--- src/sv/pip_pkg.sv ---
// Shared types and constants for the point-in-polygon test block.
// No dependencies; imported by every module of the block.
`default_nettype none

package pip_pkg;

  localparam int PIP_MAX_VERTICES_DEF = 32;
  localparam int COORD_W = 24;
  localparam int DIFF_W  = COORD_W + 1;
  localparam int PROD_W  = 2 * DIFF_W;
  localparam int HELD_W  = 6;
  localparam int ACT_W   = 2;

  typedef enum logic [ACT_W-1:0] {
    ACT_CLEAR  = 2'd0,
    ACT_APPEND = 2'd1,
    ACT_TEST   = 2'd2
  } pip_action_t;

  typedef enum logic [1:0] {
    ST_IDLE,
    ST_WALK,
    ST_DRAIN,
    ST_FINISH
  } pip_state_t;

  // Qualifier of the registered memory read word handed to the edge pipeline
  typedef struct packed {
    logic vld;
    logic seed;
  } pip_rd_t;

  // Status returned by the edge pipeline
  typedef struct packed {
    logic busy;
    logic flip;
  } pip_edge_stat_t;

endpackage

`default_nettype wire

--- src/sv/pip_edge.sv ---
// Edge pipeline: takes one vertex per cycle from the memory read register and
// judges the edge to the previous vertex. Depends on pip_pkg.
`default_nettype none

module pip_edge
  import pip_pkg::*;
(
  input  wire logic                      clk,
  input  wire logic                      rst_n,
  input  wire pip_rd_t                   rd,
  input  wire logic signed [COORD_W-1:0] vtx_x,
  input  wire logic signed [COORD_W-1:0] vtx_y,
  input  wire logic signed [COORD_W-1:0] pt_x,
  input  wire logic signed [COORD_W-1:0] pt_y,
  output pip_edge_stat_t                 stat
);

  logic signed [COORD_W-1:0] prev_x_r, prev_y_r;

  logic                      s1_vld_r, s1_vld_nxt;
  logic                      s1_strad_r, s1_strad_nxt;
  logic signed [DIFF_W-1:0]  s1_a_r, s1_a_nxt;     // px - xi
  logic signed [DIFF_W-1:0]  s1_dy_r, s1_dy_nxt;   // yj - yi
  logic signed [DIFF_W-1:0]  s1_b_r, s1_b_nxt;     // xj - xi
  logic signed [DIFF_W-1:0]  s1_c_r, s1_c_nxt;     // py - yi

  logic                      s2_vld_r, s2_vld_nxt;
  logic                      s2_strad_r;
  logic                      s2_dypos_r, s2_dypos_nxt;
  logic signed [PROD_W-1:0]  s2_lhs_r, s2_lhs_nxt;
  logic signed [PROD_W-1:0]  s2_rhs_r, s2_rhs_nxt;

  logic                      left;

  // Stage 1: differences and straddle test; the seed word only primes prev
  always_comb begin
    s1_vld_nxt   = rd.vld & ~rd.seed;
    s1_strad_nxt = (vtx_y >= pt_y) != (prev_y_r >= pt_y);
    s1_a_nxt     = DIFF_W'(pt_x) - DIFF_W'(vtx_x);
    s1_dy_nxt    = DIFF_W'(prev_y_r) - DIFF_W'(vtx_y);
    s1_b_nxt     = DIFF_W'(prev_x_r) - DIFF_W'(vtx_x);
    s1_c_nxt     = DIFF_W'(pt_y) - DIFF_W'(vtx_y);
  end

  // Stage 2: cross products
  always_comb begin
    s2_vld_nxt   = s1_vld_r;
    s2_dypos_nxt = s1_dy_r > DIFF_W'(0);
    s2_lhs_nxt   = s1_a_r * s1_dy_r;
    s2_rhs_nxt   = s1_b_r * s1_c_r;
  end

  // Stage 3: compare, sense flips with the sign of dy
  always_comb begin
    left      = s2_dypos_r ? (s2_lhs_r <= s2_rhs_r) : (s2_lhs_r >= s2_rhs_r);
    stat.flip = s2_vld_r & s2_strad_r & left;
    stat.busy = s1_vld_r | s2_vld_r;
  end

  always_ff @(posedge clk) begin
    if (!rst_n) begin
      s1_vld_r <= 1'b0;
      s2_vld_r <= 1'b0;
    end else begin
      s1_vld_r <= s1_vld_nxt;
      s2_vld_r <= s2_vld_nxt;
    end
  end

  always_ff @(posedge clk) begin
    if (rd.vld) begin
      prev_x_r <= vtx_x;
      prev_y_r <= vtx_y;
    end
    s1_strad_r <= s1_strad_nxt;
    s1_a_r     <= s1_a_nxt;
    s1_dy_r    <= s1_dy_nxt;
    s1_b_r     <= s1_b_nxt;
    s1_c_r     <= s1_c_nxt;
    s2_strad_r <= s1_strad_r;
    s2_dypos_r <= s2_dypos_nxt;
    s2_lhs_r   <= s2_lhs_nxt;
    s2_rhs_r   <= s2_rhs_nxt;
  end

endmodule

`default_nettype wire

--- config.mk ---
export PLATFORM = sky130hd
export DESIGN_NAME = pip_edge
export DESIGN_NICKNAME = d
export VERILOG_FILES = /design/src/sv/pip_pkg.sv /design/src/sv/pip_edge.sv
export SDC_FILE = /design/constraint.sdc
export NUM_CORES = 2
export LEC_CHECK = 0
export ABC_AREA = 0
export BUFFER_PORTS_ARGS = -buffer_cell sky130_fd_sc_hd__buf_2
export CAP_MARGIN = 25
export CORE_UTILIZATION = 60
export DETAILED_ROUTE_END_ITERATION = 7
export GPL_TIMING_DRIVEN = 0
export PLACE_DENSITY = 0.91
export RECOVER_POWER = 25
export SETUP_SLACK_MARGIN = 0.3
export SLEW_MARGIN = 20
export SYNTH_ARGS = -nofsm -noshare
export SYNTH_HDL_FRONTEND = slang
export SYNTH_SLANG_ARGS = --single-unit
--- constraint.sdc ---
create_clock -name clk -period 6.7 [get_ports clk]
set_input_delay 0.335 -clock clk [delete_from_list [all_inputs] [get_ports clk]]
set_output_delay 0.335 -clock clk [all_outputs]
set_load 0.005 [all_outputs]
; ---- Word-level counts from Yosys, hierarchy flattened
; Cells that the tools add are included.
[word_totals]
ramBits = 0
latch_bits = 0
memories = 0
ff_bits = 253
output_inout_bits = 2
inputBits = 100
mem_bits_ro = 0
wordCells = 31
[op_classes]
n_shift = 0
n_lt_le_gt_ge = 5
addsub = 4
n_div = 0
bitwise_logic = 5
muxes = 1
n_mul = 2
n_eq_ne = 1
n_reduce_logical = 0
[ops]
columns = operator, count
row1 = $mul A25 B25 Y50, 2
row2 = $sub A24 B24 Y25, 4
row3 = $ge A50 B50 Y1, 1
row4 = $le A50 B50 Y1, 1
row5 = $ge A24 B24 Y1, 2
row6 = $gt A25 B1 Y1 const B, 1
row7 = $and A1 B1 Y1, 3
row8 = $mux W1, 1
row9 = $ne A1 B1 Y1, 1
row10 = $not A1 Y1, 1
row11 = $or A1 B1 Y1, 1

; ---- Longest topological paths before layout
[depth]
depth_word = 3
mapped_depth = 30
mapped_depth_nobuf = 27

; ---- Worst setup path after synthesis
; Ideal clock, no wire load.
[synth_timing]
path_type = register -> register
start = reg s1_dy_r[4]
end = reg s2_lhs_r[45]
setup_slack_ps = -294
period_less_slack_ps = 6994
required_time_ps = 6573
setup_ps = 127
stages_incl_launch_ff = 27
arrival_time_ps = 6867
path_buffers = 2
path_cell_list = dfxtp_1 > clkbuf_1 > clkbuf_1 > nand2_1 > fa_1 > inv_1 > fa_1 > inv_1 > fa_1 > fa_1 > inv_1 > fa_1 > fa_1 > inv_1 > fa_1 > inv_1 > ha_1 > a2111oi_0 > o21ai_1 > a221oi_1 > o22ai_1 > a2111oi_4 > o31ai_1 > a21o_1 > a31oi_4 > o221ai_1 > xor2_1
[synth_between]
elab_chain_cells = 1
[synth_lines]
columns = element, line_no
row1 = from (decl), pip_edge.sv:23  ; logic signed [DIFF_W-1:0] s1_dy_r, s1_dy_nxt;
row2 = from (signal assigned), pip_edge.sv:77  ; s1_dy_r <= s1_dy_nxt;
row3 = $mul A25 B25 Y50, pip_edge.sv:49  ; s2_lhs_nxt = s1_a_r * s1_dy_r;
row4 = named net s2_lhs_nxt[45], pip_edge.sv:30  ; logic signed [PROD_W-1:0] s2_lhs_r, s2_lhs_nxt;
row5 = to (signal assigned), pip_edge.sv:82  ; s2_lhs_r <= s2_lhs_nxt;
row6 = to (decl), pip_edge.sv:30
; The timed path passes the listed nets, and every way through them passes these cells.
; A chain may end at the register's enable or synchronous reset.

; ---- Worst setup path in the final report
[layout_timing]
start = reg s1_c_r[6]
end = reg s2_rhs_r[46]
[layout_between]
elab_chain_cells = 1
[layout_lines]
columns = element, line_no
row1 = from (decl), pip_edge.sv:25  ; logic signed [DIFF_W-1:0] s1_c_r, s1_c_nxt;
row2 = from (signal assigned), pip_edge.sv:79  ; s1_c_r <= s1_c_nxt;
row3 = $mul A25 B25 Y50, pip_edge.sv:50  ; s2_rhs_nxt = s1_b_r * s1_c_r;
row4 = named net s2_rhs_nxt[46], pip_edge.sv:31  ; logic signed [PROD_W-1:0] s2_rhs_r, s2_rhs_nxt;
row5 = to (signal assigned), pip_edge.sv:83  ; s2_rhs_r <= s2_rhs_nxt;
row6 = to (decl), pip_edge.sv:31
; The timed path passes the listed nets, and every way through them passes these cells.

==> flow_metrics.tcl <==
set metrics [dict create \
    outcome "complete, but fails checks" \
    failed_checks "capacitance limit, slew limit, setup timing" \
    worst_pin_slew_ns 3.33 \
    worstHoldPathType "primary input to register" \
    cpPeakStageDelay_ns 0.57 \
    r2r-start "s1_c_r[6]" \
    path_common_cell "fa_1" \
    num_rows 112 \
    setup_viol 42 \
    syn_inst 6062 \
    clkSlewWorstSetupHoldPaths_ns 0.07 \
    start_util 0.610 \
    hold_viol_final 0 \
    antenna_found_initial 29 \
    die_w_um 311 \
    drt-pass1-iter-count 8 \
    grt_overflow_total 0 \
    drt-vias-per-instance 6.19 \
    synthesis.nets 7935 \
    wl_per_cell_um 26.9 \
    fp.coreArea_mm2 0.0939 \
    grt.total_usage 0.415 \
    crit_path_start "s1_c_r[6]" \
    h-tree-depth 1 \
    first_global_vias 50300 \
    reg2reg_to "s2_rhs_r[46]" \
    ys_seq_area_frac 0.0969 \
    grt_max_degree 50 \
    tritoncts "built" \
    ant_nets 0 \
    yosysWarningCount 0 \
    die_h_um 311 \
    drt_iter0_drc 5574 \
    final_cell_mix "inv_1 (1390), fa_1 (1272), nand2_1 (659), and2_1 (584), ha_1 (410)" \
    port_buffers 101 \
    hpwlAfterDp_mm 150 \
    multiInputGateArea_mm2 0.0471 \
    cp_slowest_cell "fa_1" \
    fill_cells 6202 \
    ys_ff_latch 253 \
    cp_data_arrival_time_ns 7.90 \
    yosys.cell_types.count 79 \
    drc 0 \
    clock_latency_ns 0.57 \
    slew_violations 50 \
    endpoint_kind "register" \
    syn-cell-area_mm2 0.0572 \
    ys_async_sr_fraction 0 \
    numCtsBuffers 23 \
    hold_slack_ns 0.0545 \
    clock_path_buffers 3 \
    layout-drive-gt1-share 0.153 \
    gp_congestion 1.02 \
    cp_max_fo 4 \
    wl_mm 208 \
    clock_sinks 253 \
    relSlewSlack -1.22 \
    grt_pass1_wl_mm 298 \
    fmax_mhz 135 \
    dieArea_mm2 0.0966 \
    cts-root-buf "clkbuf_16" \
    final_common_cell "inv_1" \
    regArea_mm2 0.00584 \
    required_ns 7.20 \
    vias 48000 \
    startpoint_type "register" \
    io_pins 102 \
    syn_to_final_growth_pct 17.0 \
    synth_flop_cell "dfxtp_1" \
    layout_setup_ws_ns -0.701 \
    min_period_ns 7.40 \
    endpoint "s2_rhs_r[46]" \
    path_class "register to register" \
    r2r_slack_ns -0.70 \
    avgSynthCellArea_um2 9.44 \
    r2r_cells 28 \
    grt_setup_unrepaired "yes" \
    synth_edf_count 48 \
    period_share 1.10 \
    nets 8333 \
    maxCapViolCount 1 \
    fin_skew_ns 0.0187 \
]
## metrics by stage
step                      worst slack, ns  instance area, um2  setup TNS [ns]  cells   util
after floorplan                     0.268               57800               0   6062      -
after global placement              -1.65               59900          -54.30   7417  0.638
after detailed placement            -1.64               59900          -57.89   7417  0.638
after CTS                          -0.507               65600           -6.47   7664  0.698
after global routing               -0.760               66900          -20.26   7737  0.713
final                              -0.701               67000          -15.82   7756  0.714
## metal layers
metal,up-vias,GRT usage,share of wire,wire (um)
met2,4116,0.625,0.43,89300
met3,1254,0.138,0.15,31500
met1,23800,0.525,0.34,70200
li1,18900,-,-,-
met4,18,0.239,0.082,17100
met5,-,0,0.00060,125
## flip-flops by register name (all words and copies together), names as in the netlist, 24 cells and up
signal / flops
prev_x_r: 24
prev_y_r: 24
s1_a_r: 25
s1_b_r: 25
s1_c_r: 25
s1_dy_r: 25
s2_lhs_r: 50
s2_rhs_r: 50
## Yosys cell counts (12+ instances only)
library cell | n | share of area
a211oi_1 | 17 | 0.0022
a21o_1 | 88 | 0.012
a21oi_1 | 155 | 0.014
a31oi_1 | 17 | 0.0019
and2_1 | 603 | 0.066
and3_1 | 17 | 0.0019
clkbuf_1 | 217 | 0.014
dfxtp_1 | 205 | 0.072
edfxtp_1 | 48 | 0.025
fa_1 | 1320 | 0.46
ha_1 | 453 | 0.099
inv_1 | 1454 | 0.095
nand2_1 | 689 | 0.045
nand2b_1 | 37 | 0.0040
nand3_1 | 32 | 0.0028
nand4_1 | 39 | 0.0043
nor2_1 | 139 | 0.0091
nor2b_1 | 28 | 0.0031
nor3_1 | 35 | 0.0031
o21a_1 | 31 | 0.0041
o21ai_0 | 76 | 0.0066
o21ai_1 | 27 | 0.0024
o21bai_1 | 12 | 0.0016
xnor2_1 | 138 | 0.021
xor2_1 | 52 | 0.0080
## worst max-delay path: cells and delay by family, from the launching register on
family                     cells  cell delay, ns
xor gates and xnor gates       1            0.12
buffers and inverters          9            0.91
DFF                            1            0.37
and+or+nand+nor                4            0.54
adders and majority gates      8            3.83
AOI/OAI and AO/OA              6            1.53
## cells by family (layout without fill, tap and decap cells)
logic type,after synthesis,after routing,synth area share
buffers and inverters,1678,2093,0.110
other,0,25,0
AO/OA/AOI/OAI,510,510,0.0588
adder cells (fa/ha/maj),1773,1773,0.561
flip-flops,253,253,0.0969
AND/OR/NAND/NOR,1657,1657,0.144
XOR/XNOR,190,190,0.0291
multiplexers,1,1,0.000197
## cell type report
cell class,instances,area share
tap,1254,0.0234
clock inverter,11,0.00140
antenna,25,0.000934
timing repair buffer,373,0.0430
clock buffer,31,0.0104
inverter,1456,0.0820
sequential,253,0.0872
multi-input combinational,4131,0.703
buffer,222,0.0490
## how the worst min path moves through the flow
stage          startpoint     endpoint  depth (start not counted)
2_1_floorplan  s1_strad_r   s2_strad_r                          0
3_3_place_gp   s1_strad_r   s2_strad_r                          0
3_5_place_dp   s1_strad_r   s2_strad_r                          0
4_1_cts          vtx_y[3]  prev_y_r[3]                          1
5_1_grt             rd[0]     s1_vld_r                          2
6_report            rd[0]     s1_vld_r                          2
## timing repair
action | 4_1_cts | 5_1_grt
gates resized for setup | 783 | 282
endpoints found under the hold margin | 31 | 0
hold buffers | 31 | 0
pin swaps | 142 | 175
gates cloned | 3 | 1
setup endpoints to repair | 66 | 61
setup buffers | 171 | 66
Power is not shown: default switching activity piles up to over one toggle a cycle in this logic, so the estimate is an artifact.
